--- src/rtl/core/rne_pkg.sv ---
// Shared types, constants and letter helpers of the Roman numeral encoder.
`default_nettype none
package rne_pkg;

   // Input range and queue sizing
   localparam int          VALUE_W       = 12;
   localparam int          LETTER_W      = 7;
   localparam int          DIGIT_COUNT   = 4;
   localparam int          QUEUE_DEPTH   = 2;
   localparam logic [11:0] VALUE_MAX     = 12'd3999;

   // ASCII codes of the numeral letters
   localparam logic [6:0] CHAR_I    = 7'h49;
   localparam logic [6:0] CHAR_V    = 7'h56;
   localparam logic [6:0] CHAR_X    = 7'h58;
   localparam logic [6:0] CHAR_L    = 7'h4C;
   localparam logic [6:0] CHAR_C    = 7'h43;
   localparam logic [6:0] CHAR_D    = 7'h44;
   localparam logic [6:0] CHAR_M    = 7'h4D;
   localparam logic [6:0] CHAR_NONE = 7'h00;

   // One classified item handed from front to back
   typedef struct packed {
      logic             empty;
      logic             err;
      logic [3:0][3:0]  digit;   // BCD, digit[3] = thousands
   } rne_entry_type;

   // Letter table: 0..6 = I V X L C D M, 7 = none
   function automatic logic [6:0] letter_code(input logic [2:0] idx);
      logic [6:0] code;
      case (idx)
         3'd0:    code = CHAR_I;
         3'd1:    code = CHAR_V;
         3'd2:    code = CHAR_X;
         3'd3:    code = CHAR_L;
         3'd4:    code = CHAR_C;
         3'd5:    code = CHAR_D;
         3'd6:    code = CHAR_M;
         default: code = CHAR_NONE;
      endcase
      return code;
   endfunction

   // Number of letters one decimal digit produces
   function automatic logic [2:0] digit_len(input logic [3:0] d);
      logic [2:0] len;
      case (d)
         4'd1:    len = 3'd1;
         4'd2:    len = 3'd2;
         4'd3:    len = 3'd3;
         4'd4:    len = 3'd2;
         4'd5:    len = 3'd1;
         4'd6:    len = 3'd2;
         4'd7:    len = 3'd3;
         4'd8:    len = 3'd4;
         4'd9:    len = 3'd2;
         default: len = 3'd0;
      endcase
      return len;
   endfunction

   // Table index of letter 'step' of digit d at decimal position pos
   function automatic logic [2:0] letter_index(input logic [3:0] d,
                                               input logic [1:0] step,
                                               input logic [1:0] pos);
      logic [2:0] one;
      logic [2:0] idx;
      one = {pos, 1'b0};
      if (d == 4'd9) begin
         idx = (step == 2'd0) ? one : one + 3'd2;
      end else if (d >= 4'd5) begin
         idx = (step == 2'd0) ? one + 3'd1 : one;
      end else if (d == 4'd4) begin
         idx = (step == 2'd0) ? one : one + 3'd1;
      end else begin
         idx = one;
      end
      return idx;
   endfunction

endpackage
`default_nettype wire

--- src/rtl/core/roman_numeral_encoder_unit.sv ---
// Top level of the Roman numeral encoder: front, queue and back.
//
// Usage: req_value (0..3999) is taken on a req beat (req_valid high, req_stall
// low). Each accepted value yields a run of rsp beats, one ASCII letter each
// (I V X L C D M), thousands first, rsp_last set on the final letter.
// Zero yields one beat with rsp_empty_res set; a value above 3999 yields one
// beat with rsp_out_of_range set; both carry letter 0 and rsp_last.
// Path: the front runs a bit-per-cycle binary to BCD conversion and then
// pushes the entry into the queue; the back loads it from the queue and steps
// over any leading zero digits before the first beat appears.
// Pacing: the front takes no new value until it has pushed the last one; the
// back emits one letter per cycle while rsp_stall is low, but emits nothing
// while it loads an entry or steps over a zero digit above the last letter.
// The slower of the two sets the sustained rate.
// Reset clears all control state; no beat is in flight afterwards.
// When rsp_stall is high the result register holds its beat, the back waits,
// the queue fills and the front then holds req_stall high.
`default_nettype none
module roman_numeral_encoder_unit import rne_pkg::*; #(
   parameter int QueueDepth = QUEUE_DEPTH
) (
   input  wire logic                 clock,
   input  wire logic                 reset,
   input  wire logic                 req_valid,
   output      logic                 req_stall,
   input  wire logic [VALUE_W-1:0]   req_value,
   output      logic                 rsp_valid,
   input  wire logic                 rsp_stall,
   output      logic [LETTER_W-1:0]  rsp_letter,
   output      logic                 rsp_last,
   output      logic                 rsp_empty_res,
   output      logic                 rsp_out_of_range
);

   logic           push_valid;
   rne_entry_type  push_data;
   logic           push_full;
   logic           pop;
   logic           pop_valid;
   rne_entry_type  pop_data;

   rne_front u_front (
      .clock      (clock),
      .reset      (reset),
      .req_valid  (req_valid),
      .req_stall  (req_stall),
      .req_value  (req_value),
      .push_valid (push_valid),
      .push_data  (push_data),
      .push_full  (push_full)
   );

   rne_queue #(
      .Depth (QueueDepth)
   ) u_queue (
      .clock      (clock),
      .reset      (reset),
      .push_valid (push_valid),
      .push_data  (push_data),
      .push_full  (push_full),
      .pop        (pop),
      .pop_valid  (pop_valid),
      .pop_data   (pop_data)
   );

   rne_back u_back (
      .clock            (clock),
      .reset            (reset),
      .pop_valid        (pop_valid),
      .pop_data         (pop_data),
      .pop              (pop),
      .rsp_valid        (rsp_valid),
      .rsp_stall        (rsp_stall),
      .rsp_letter       (rsp_letter),
      .rsp_last         (rsp_last),
      .rsp_empty_res    (rsp_empty_res),
      .rsp_out_of_range (rsp_out_of_range)
   );

`ifndef SYNTHESIS
   // Front is busy converting right after taking a beat
   a_front_busy: assert property (@(posedge clock) disable iff (reset)
      req_valid && !req_stall |=> req_stall)
      else $error("front took a beat without going busy");

   // Empty and error flags never appear together
   a_flags_excl: assert property (@(posedge clock) disable iff (reset)
      rsp_valid |-> !(rsp_empty_res && rsp_out_of_range))
      else $error("empty and out-of-range both set");

   // A flagged beat is a lone, letterless beat
   a_flag_beat: assert property (@(posedge clock) disable iff (reset)
      rsp_valid && (rsp_empty_res || rsp_out_of_range)
         |-> rsp_last && (rsp_letter == CHAR_NONE))
      else $error("flagged beat carries a letter or is not last");

   // A letter beat always carries a numeral letter
   a_letter_set: assert property (@(posedge clock) disable iff (reset)
      rsp_valid && !rsp_empty_res && !rsp_out_of_range |-> rsp_letter != CHAR_NONE)
      else $error("letter beat without a letter");
`endif

endmodule
`default_nettype wire

--- src/rtl/core/rne_front.sv ---
// Front end: accepts a value, classifies it and converts it to BCD digits.
`default_nettype none
module rne_front import rne_pkg::*; (
   input  wire logic                clock,
   input  wire logic                reset,
   input  wire logic                req_valid,
   output      logic                req_stall,
   input  wire logic [VALUE_W-1:0]  req_value,
   output      logic                push_valid,
   output      rne_entry_type       push_data,
   input  wire logic                push_full
);

   localparam logic [1:0] ST_IDLE = 2'd0;
   localparam logic [1:0] ST_CONV = 2'd1;
   localparam logic [1:0] ST_PUSH = 2'd2;

   logic [1:0]          state_ff, state_in;
   logic [3:0]          cnt_ff, cnt_in;
   logic [VALUE_W-1:0]  bin_ff, bin_in;
   logic [15:0]         bcd_ff, bcd_in;
   logic                empty_ff, empty_in;
   logic                err_ff, err_in;
   logic [15:0]         bcd_adj;
   logic                accept;

   assign req_stall = (state_ff != ST_IDLE);
   assign accept    = req_valid && !req_stall;

   // Double-dabble correction: add 3 to every digit of 5 or more
   always_comb begin
      for (int i = 0; i < DIGIT_COUNT; i++) begin
         bcd_adj[i*4 +: 4] = (bcd_ff[i*4 +: 4] >= 4'd5) ? bcd_ff[i*4 +: 4] + 4'd3
                                                         : bcd_ff[i*4 +: 4];
      end
   end

   // Sequencer: one input bit shifted into the BCD word per cycle
   always_comb begin
      state_in = state_ff;
      cnt_in   = cnt_ff;
      bin_in   = bin_ff;
      bcd_in   = bcd_ff;
      empty_in = empty_ff;
      err_in   = err_ff;
      case (state_ff)
         ST_IDLE: begin
            if (accept) begin
               state_in = ST_CONV;
               cnt_in   = 4'd0;
               bin_in   = req_value;
               bcd_in   = 16'd0;
               empty_in = (req_value == '0);
               err_in   = (req_value > VALUE_MAX);
            end
         end
         ST_CONV: begin
            bcd_in = {bcd_adj[14:0], bin_ff[VALUE_W-1]};
            bin_in = {bin_ff[VALUE_W-2:0], 1'b0};
            cnt_in = cnt_ff + 4'd1;
            if (cnt_ff == 4'(VALUE_W - 1)) begin
               state_in = ST_PUSH;
            end
         end
         ST_PUSH: begin
            if (!push_full) begin
               state_in = ST_IDLE;
            end
         end
         default: begin
            state_in = ST_IDLE;
         end
      endcase
   end

   assign push_valid      = (state_ff == ST_PUSH) && !push_full;
   assign push_data.empty = empty_ff;
   assign push_data.err   = err_ff;
   assign push_data.digit = bcd_ff;

   always_ff @(posedge clock) begin
      if (reset) begin
         state_ff <= ST_IDLE;
      end else begin
         state_ff <= state_in;
      end
      cnt_ff   <= cnt_in;
      bin_ff   <= bin_in;
      bcd_ff   <= bcd_in;
      empty_ff <= empty_in;
      err_ff   <= err_in;
   end

endmodule
`default_nettype wire

--- src/rtl/core/rne_queue.sv ---
// Short queue of classified entries between front and back.
`default_nettype none
module rne_queue import rne_pkg::*; #(
   parameter int Depth = QUEUE_DEPTH
) (
   input  wire logic           clock,
   input  wire logic           reset,
   input  wire logic           push_valid,
   input  wire rne_entry_type  push_data,
   output      logic           push_full,
   input  wire logic           pop,
   output      logic           pop_valid,
   output      rne_entry_type  pop_data
);

   localparam int PTR_W = (Depth > 1) ? $clog2(Depth) : 1;
   localparam int CNT_W = $clog2(Depth + 1);

   rne_entry_type     slot_ff [Depth];
   logic [PTR_W-1:0]  wr_ptr_ff, wr_ptr_in;
   logic [PTR_W-1:0]  rd_ptr_ff, rd_ptr_in;
   logic [CNT_W-1:0]  count_ff, count_in;
   logic              do_push, do_pop;

   assign push_full = (count_ff == CNT_W'(Depth));
   assign pop_valid = (count_ff != '0);
   assign pop_data  = slot_ff[rd_ptr_ff];
   assign do_push   = push_valid && !push_full;
   assign do_pop    = pop && pop_valid;

   // Pointer and fill-count update
   always_comb begin
      wr_ptr_in = wr_ptr_ff;
      rd_ptr_in = rd_ptr_ff;
      count_in  = count_ff;
      if (do_push) begin
         wr_ptr_in = (wr_ptr_ff == PTR_W'(Depth - 1)) ? '0 : wr_ptr_ff + 1'b1;
      end
      if (do_pop) begin
         rd_ptr_in = (rd_ptr_ff == PTR_W'(Depth - 1)) ? '0 : rd_ptr_ff + 1'b1;
      end
      if (do_push && !do_pop) begin
         count_in = count_ff + 1'b1;
      end else if (do_pop && !do_push) begin
         count_in = count_ff - 1'b1;
      end
   end

   always_ff @(posedge clock) begin
      if (reset) begin
         wr_ptr_ff <= '0;
         rd_ptr_ff <= '0;
         count_ff  <= '0;
      end else begin
         wr_ptr_ff <= wr_ptr_in;
         rd_ptr_ff <= rd_ptr_in;
         count_ff  <= count_in;
      end
      if (do_push) begin
         slot_ff[wr_ptr_ff] <= push_data;
      end
   end

endmodule
`default_nettype wire

--- src/rtl/core/rne_back.sv ---
// Back end: walks the BCD digits and emits one numeral letter per beat, or one flagged beat.
`default_nettype none
module rne_back import rne_pkg::*; (
   input  wire logic                 clock,
   input  wire logic                 reset,
   input  wire logic                 pop_valid,
   input  wire rne_entry_type        pop_data,
   output      logic                 pop,
   output      logic                 rsp_valid,
   input  wire logic                 rsp_stall,
   output      logic [LETTER_W-1:0]  rsp_letter,
   output      logic                 rsp_last,
   output      logic                 rsp_empty_res,
   output      logic                 rsp_out_of_range
);

   logic                 busy_ff, busy_in;
   rne_entry_type        ent_ff, ent_in;
   logic [1:0]           pos_ff, pos_in;
   logic [1:0]           step_ff, step_in;
   logic                 valid_ff, valid_in;
   logic [LETTER_W-1:0]  letter_ff, letter_in;
   logic                 last_ff, last_in;
   logic                 empty_ff, empty_in;
   logic                 err_ff, err_in;

   logic [3:0]           cur_d;
   logic [2:0]           cur_len;
   logic                 lower_nz;
   logic                 digit_end;
   logic                 out_free;

   assign cur_d     = ent_ff.digit[pos_ff];
   assign cur_len   = digit_len(cur_d);
   assign digit_end = ({1'b0, step_ff} == cur_len - 3'd1);
   assign out_free  = !valid_ff || !rsp_stall;
   assign pop       = !busy_ff && pop_valid;

   // Any nonzero digit below the current position
   always_comb begin
      lower_nz = 1'b0;
      for (int i = 0; i < DIGIT_COUNT; i++) begin
         if ((2'(i) < pos_ff) && (ent_ff.digit[i] != 4'd0)) begin
            lower_nz = 1'b1;
         end
      end
   end

   // Letter walk and output register
   always_comb begin
      busy_in   = busy_ff;
      ent_in    = ent_ff;
      pos_in    = pos_ff;
      step_in   = step_ff;
      valid_in  = valid_ff && rsp_stall;
      letter_in = letter_ff;
      last_in   = last_ff;
      empty_in  = empty_ff;
      err_in    = err_ff;
      if (pop) begin
         busy_in = 1'b1;
         ent_in  = pop_data;
         pos_in  = 2'd3;
         step_in = 2'd0;
      end else if (busy_ff && out_free) begin
         if (ent_ff.empty || ent_ff.err) begin
            // single flagged beat
            valid_in  = 1'b1;
            letter_in = CHAR_NONE;
            last_in   = 1'b1;
            empty_in  = ent_ff.empty;
            err_in    = ent_ff.err;
            busy_in   = 1'b0;
         end else if (cur_len == 3'd0) begin
            // zero digit: nothing to emit
            if (pos_ff == 2'd0) begin
               busy_in = 1'b0;
            end else begin
               pos_in = pos_ff - 2'd1;
            end
         end else begin
            valid_in  = 1'b1;
            letter_in = letter_code(letter_index(cur_d, step_ff, pos_ff));
            last_in   = digit_end && !lower_nz;
            empty_in  = 1'b0;
            err_in    = 1'b0;
            if (digit_end) begin
               step_in = 2'd0;
               if (!lower_nz) begin
                  busy_in = 1'b0;
               end else begin
                  pos_in = pos_ff - 2'd1;
               end
            end else begin
               step_in = step_ff + 2'd1;
            end
         end
      end
   end

   assign rsp_valid        = valid_ff;
   assign rsp_letter       = letter_ff;
   assign rsp_last         = last_ff;
   assign rsp_empty_res    = empty_ff;
   assign rsp_out_of_range = err_ff;

   always_ff @(posedge clock) begin
      if (reset) begin
         busy_ff  <= 1'b0;
         valid_ff <= 1'b0;
      end else begin
         busy_ff  <= busy_in;
         valid_ff <= valid_in;
      end
      ent_ff    <= ent_in;
      pos_ff    <= pos_in;
      step_ff   <= step_in;
      letter_ff <= letter_in;
      last_ff   <= last_in;
      empty_ff  <= empty_in;
      err_ff    <= err_in;
   end

endmodule
`default_nettype wire
--- config.mk ---
export PLATFORM = sky130hd
export DESIGN_NAME = roman_numeral_encoder_unit
export DESIGN_NICKNAME = d
export VERILOG_FILES = /design/src/rtl/core/rne_pkg.sv /design/src/rtl/core/roman_numeral_encoder_unit.sv /design/src/rtl/core/rne_front.sv /design/src/rtl/core/rne_queue.sv /design/src/rtl/core/rne_back.sv
export SDC_FILE = /design/constraint.sdc
export NUM_CORES = 1
export LEC_CHECK = 0
export BUFFER_PORTS_ARGS = -buffer_cell sky130_fd_sc_hd__buf_4
export CORE_ASPECT_RATIO = 0.5
export CORE_MARGIN = 4
export CORE_UTILIZATION = 52
export CTS_CLUSTER_SIZE = 24
export DETAILED_ROUTE_END_ITERATION = 12
export MAX_ROUTING_LAYER = met4
export PLACE_DENSITY = 0.66
export SYNTH_ARGS = -nofsm -noshare
export SYNTH_HDL_FRONTEND = slang
export SYNTH_SLANG_ARGS = --single-unit
--- constraint.sdc ---
create_clock -name clock -period 5.3 [get_ports clock]
set_input_delay 0.265 -clock clock [delete_from_list [all_inputs] [get_ports clock]]
set_output_delay 0.265 -clock clock [all_outputs]
set_load 0.005 [all_outputs]
Word level (Yosys, flattened, before mapping):

Memory sizes are Yosys's and may differ from the RTL's. A register that Yosys moved wholly into a read port is not among the register bits.
Cells that the tools add are included.

* $add $sub $neg: 14
* muxes and demuxes: 58
* order comparisons: 11
* eq/ne operators: 20
* reduce and logical (&&, ||, !) cells: 49
* bitwise operators: 3

Operator list (number)
* $pmux W7 S7: 1
* $mux W3: 11
* $pmux W16 S2: 1
* $pmux W12 S2: 1
* $mux W1: 23
* $ge A4 B3 Y1 const B: 5
* $mux W2: 10
* $mux W4: 5
* $reduce_bool A4 Y1: 5
* $mux W16: 1
* $logic_and A1 B1 Y1: 14
* $reduce_bool A2 Y1: 7
* $add A4 B2 Y4 const B: 3
* $gt A12 B12 Y1 const B: 1
* $logic_not A12 Y1: 1
* $mux W12: 1
* $eq A3 B3 Y1 const B: 3
* $reduce_and A3 Y1: 3
* $bmux W4 S2: 1
* $eq A4 B4 Y1 const B: 2
* $logic_not A1 Y1: 8
* $pmux W4 S2: 1
* $mux W7: 1
* $add A3 B2 Y3 const B: 2
* other kinds (27): 44

* output and inout port bits: 12
* bits in writable memories: 36
* flip-flop bits (word level): 56
* logic and storage cells: 174
* bits in read-only memories: 48
* memories: 2
* bits of input ports: 16

Memories
* (name not given): words 16, bits a word 3, rd ports 1, clocked after memory_dff 0, write ports 0, line rne_pkg.sv:48 `case (d)`
* u_queue.slot_ff: words 2, bits a word 18, rd ports 1, clocked after memory_dff 1, write ports 1, line rne_queue.sv:19 `rne_entry_type slot_ff [Depth];`

Depth between registers and ports, before layout:

* depth after elaboration: 13
* depth in mapped cells: 11

Hierarchy:

A second synthesis with hierarchy kept.

* cells, all modules: 395
* area total of the unflattened synthesis: 5038.6 µm²

Modules (own cells, without submodules)
* rne_front: cells an instance 179, area an instance 1854.3 µm², instances 1
* rne_back: cells an instance 135, area an instance 1667.8 µm², instances 1
* rne_queue: cells an instance 81, area an instance 1516.5 µm², instances 1

Worst setup path after synthesis:

Ideal clock, no wire load.

* kind: reg-to-reg
* from: register u_front.state_ff[1]
* to: register u_front.bcd_ff[0], enable pin
* arrival time: 2.941 ns
* cell stages (with the launch flop): 3
* period minus slack after synthesis: 3.406 ns
* path buffers: 0
* data required time: 4.834 ns
* setup slack: 1.894 ns
* cells stage by stage: dfxtp_1 or2_2 o21ai_0

* cells in the longest elaborated chain, start to end: 5
* elaborated cells on any way between the ends: 8

Ends and longest elaborated chain
* start, declared: line rne_front.sv:18 `logic [1:0] state_ff, state_in;`
* start signal, assigned: line rne_front.sv:85 `state_ff <= state_in;`
* $reduce_bool A2 Y1: line rne_front.sv:27 `assign req_stall = (state_ff != ST_IDLE);`
* net req_stall: line roman_numeral_encoder_unit.sv:25 `output logic req_stall,`
* $logic_not A1 Y1: line rne_front.sv:28 `assign accept = req_valid && !req_stall;`
* $logic_and A1 B1 Y1: line rne_front.sv:28
* $ne A2 B1 Y1 (no line)
* $reduce_and A2 Y1 (no line)
* end signal, assigned: line rne_front.sv:89 `bcd_ff <= bcd_in;`
* end, declared: line rne_front.sv:21 `logic [15:0] bcd_ff, bcd_in;`

The timed path passes the listed nets, and every way through them passes these cells.
A chain may end at the register's enable or synchronous reset.

Final worst setup path:

* from: register u_back.pos_ff[0]
* to: register u_back.letter_ff[3], in the netlist u_back.rsp_letter[3], enable pin

* cells in the longest elaborated chain, start to end: 6

Ends and longest elaborated chain
* start, declared: line rne_back.sv:19 `logic [1:0] pos_ff, pos_in;`
* start signal, assigned: line rne_back.sv:116 `pos_ff <= pos_in;`
* $bmux W4 S2: line rne_back.sv:33 `assign cur_d = ent_ff.digit[pos_ff];`
* $mux W4 (implied by the code): line rne_back.sv:33
* $mem_v2 Z16 W3
* $logic_not A3 Y1: line rne_back.sv:74 `end else if (cur_len == 3'd0) begin`
* $ne A2 B1 Y1 (no line)
* $reduce_and A3 Y1 (no line)
* end signal, assigned: line rne_back.sv:118 `letter_ff <= letter_in;`
* end, declared: line rne_back.sv:22 `logic [LETTER_W-1:0] letter_ff, letter_in;`

Every way passes these cells. The select of a mux whose other input is x is not followed.

==> results.md <==
| Metric | Reported |
|---|---|
| Worst Path Buf+Inv | 0 |
| HP Class | primary input to register |
| Flops & latches, synth | 109 |
| Number of setup violations in the final report | 0 |
| Origin of the worst min-delay path | reset |
| Number of ports placed on the die boundary | 28 |
| Placement row count | 24 |
| Hold Path Sink | u_back.busy_ff |
| Critical path data required time | 5.27 ns |
| TritonCTS buffer count | 9 |
| Part of the cycle the worst path needs | 59.9% |
| Placed wire-length estimate | 5.70 mm |
| Netlist area before placement | 0.00493 mm2 |
| Total of warnings raised by yosys | 0 |
| Worst VDD drop | 0.182 mV |
| Synth cell types | 45 |
| Number of buffers inserted by port buffering | 26 |
| Launching element type of the critical path | register |
| Grt ovf | 0 |
| Max_slew headroom | 21.5% |
| Total nets after synthesis | 400 |
| H-tree depth reported by CTS | 3 |
| Hold buffers post-CTS | 0 |
| Total negative slack for setup checks | 0 ns |
| Die boundary height | 76.8 um |
| Number of vias per cell | 5.53 |
| Clock input transition at the sequential cells of the worst setup and hold paths | 0.07 ns |
| Setup repair after global routing missed its margin | no |
| Count of maximum capacitance violations | 0 |
| Instance count of the mapped netlist | 368 |
| Minimum period implied by the final worst setup slack | 3.18 ns |
| Final total power | 2.51 mW |
| Result of the run | finished clean |
| Worst-case register-to-register setup slack | 2.12 ns |
| Max FO, Critical Path | 14 |
| Core footprint | 0.00895 mm2 |
| Final Max Slew Viols | 0 |
| Crit Reg-Reg Startpoint | u_back.pos_ff[0] |
| Maximum root-to-sink buffer count | 2 |
| Routed wire length per instance | 15.7 um |
| Clock tree from TritonCTS | done |
| Largest delay share family, worst path | compound AO/OA/AOI/OAI gates |
| DR pass1 iterations | 4 |
| Gpl congestion | 0.843 |
| Global-route wire length before repair | 13.6 mm |
| Capture instance of the worst register-to-register path | u_back.rsp_letter[3] |
| Hold violation count in the final report | 0 |
| Crit. path cell count | 7 |
| DRC Markers | 0 |
| Maximum number of pins on one net before global-route repair | 34 |
| Cell at the root of the clock tree | clkbuf_16 |
| Critical Path Start | u_back.pos_ff[0] |
| Min Hold Slack | 0.164 ns |
| Finished layout cell area | 0.00552 mm2 |
| Setup skew after layout | 0.00715 ns |
| Power density over the cells | 455 mW/mm2 |
| Aggregate global-route resource usage | 16.1% |
| Fraction of final layout cells with drive strength greater than 1 | 21.1% |
| Clock Sink Count | 109 |
| Sequential-to-total area share from yosys stat | 64.0% |
| Async SR Flop Fraction | 0% |
| Main area contributors after synthesis | edfxtp_1, mux2_2, dfxtp_1, ha_1, nor2_1 |
| Maximum frequency from static timing analysis | 315 MHz |
| Number of instances resized during post-cts repair | 0 |
| Die ar. | 0.0112 mm2 |
| Critical path start-end classification | register to register |
| Largest area contributor in the synthesized netlist | edfxtp_1 |
| Ys flop type | edfxtp_1 |
| Number of antenna violations at the first check in global routing | 0 |
| Worst Max-Slew Pin Slew | 1.18 ns |
| Antenna Cells | 0 |
| DRT antenna net count | 0 |
| Static leakage | 1.97 nW |
| Placed Area | 0.00523 mm2 |
| Via count of the first global-routing pass | 2854 |
| Area delta synth->final | 12.0% |
| Number of cells on the worst hold path | 2 |
| Max stage delay cell, worst path | dfxtp_1 |
| Vias post-DR | 2852 |
| Final layout net count | 426 |
| Starting density of the core | 55.0% |
| Crit path arrival time | 3.15 ns |
| Post-synth EDFFs | 97 |
| Fraction of synthesized cell area taken by the top area cell type | 59.1% |
| First-iteration detailed-routing DRC count | 158 |
| Path depth of the worst reg2reg path | 7 |
| Worst-path cell chain | mux4_2, nand2b_1, a21oi_1, nor2_1, ha_1, ha_1, a21oi_1 |
| Crit path largest cell delay | 0.69 ns |
| Mapped Avg Cell Area | 13.4 um2 |
| Horizontal extent of the die | 146 um |
| Number of buffers added for setup after CTS | 0 |
| Worst skew pair latency | 0.35 ns |
| Worst setup EP type | register |
| Final wirelength | 8.09 mm |
[registers in the layout (all words and copies together), names as in the netlist, 2 cells and up]
register / count
u_back.ent_ff: 18
u_back.pos_ff: 2
u_back.rsp_letter: 6
u_back.step_ff: 2
u_front.bcd_ff: 16
u_front.bin_ff: 12
u_front.cnt_ff: 4
u_front.state_ff: 2
u_queue.count_ff: 2
u_queue.slot_ff: 36
[cell type report]
cell class	instances	area [um2]
Timing Repair Buffer	29	218
Sequential cell	109	3150
Inverter	20	75.1
Clock buffer	11	233
Fill cell	684	3430
Multi-Input combinational cell	225	1630
Tap cell	117	146
Clock inverter	5	58.8
[layer usage]
layer  track usage [%]  part of all wire [%]
met5                 -                     0
met1              20.8                    49
met2              24.0                    44
met4              5.97                   1.6
met3              5.18                   4.7
[where the power goes]
part | internal (mW) | switching [mW] | total, mW | leakage [nW]
clock network | 0.367 | 0.288 | 0.655 | 0.136
registers | 1.11 | 0.111 | 1.22 | 1.02
logic | 0.280 | 0.347 | 0.627 | 0.807
[cell families (layout without fill, tap and decap cells)]
family                     count (synthesis)  in the layout  share of synthesized area [%]
AOI/OAI and AO/OA                         42             42                           5.44
xor gates and xnor gates                  14             14                           2.49
adders and majority gates                 16             16                           4.06
buffers and inverters                     34             65                           2.97
DFF                                      109            109                           64.0
muxes                                     37             37                           9.27
other                                      1              1                         0.0761
and+or+nand+nor                          115            115                           11.7
[worst max-delay path by stage]
stage                                       to  slack (ns)
after floorplan              u_front.bcd_ff[0]        1.89
after global placement    u_back.rsp_letter[3]        2.17
after detailed placement  u_back.rsp_letter[2]        2.10
after CTS                 u_back.rsp_letter[2]        2.09
after global routing      u_back.rsp_letter[6]        1.82
final                     u_back.rsp_letter[3]        2.12
[synth_stat cells (2+ instances only)]
cell type and number:
nand3b_1 2, or3_1 4, or2_2 2, ha_1 16
nor2_1 38, clkbuf_1 10, inv_1 20, nand2b_1 9
o21ai_0 8, nand4_1 4, nand2_1 18, and2_1 3
mux2i_1 4, nand3_1 9, nor4_1 6, a211oi_1 2
nor3_1 11, dfxtp_1 12, edfxtp_1 97, mux2_2 29
xor2_1 7, a31o_2 2, xnor2_1 7, a21oi_1 21
mux4_2 4, nor2b_1 3, buf_6 2
[cells in the final DEF (no fill, tap or decap), types with 4 or more instances in the layout]
cell	n
edfxtp_1	97
nand2_1	18
clkbuf_16	9
or3_1	4
inv_1	20
buf_4	29
nor3_1	11
nor4_1	6
dfxtp_1	12
o21ai_0	7
nand3_1	9
xnor2_1	7
mux2_2	29
mux2i_1	4
nor2_1	37
xor2_1	7
nand2b_1	9
a21oi_1	21
ha_1	16
mux4_2	4
nand4_1	4
[through the flow]
step	instances	utilization (%)	setup WS, ns
6_report	516	61.6	2.12
5_1_grt	516	61.6	1.82
4_1_cts	516	61.6	2.09
3_5_place_dp	500	58.4	2.10
3_3_place_gp	500	58.4	2.17
2_1_floorplan	368	-	1.89
Power figures use the tool's default switching activity.
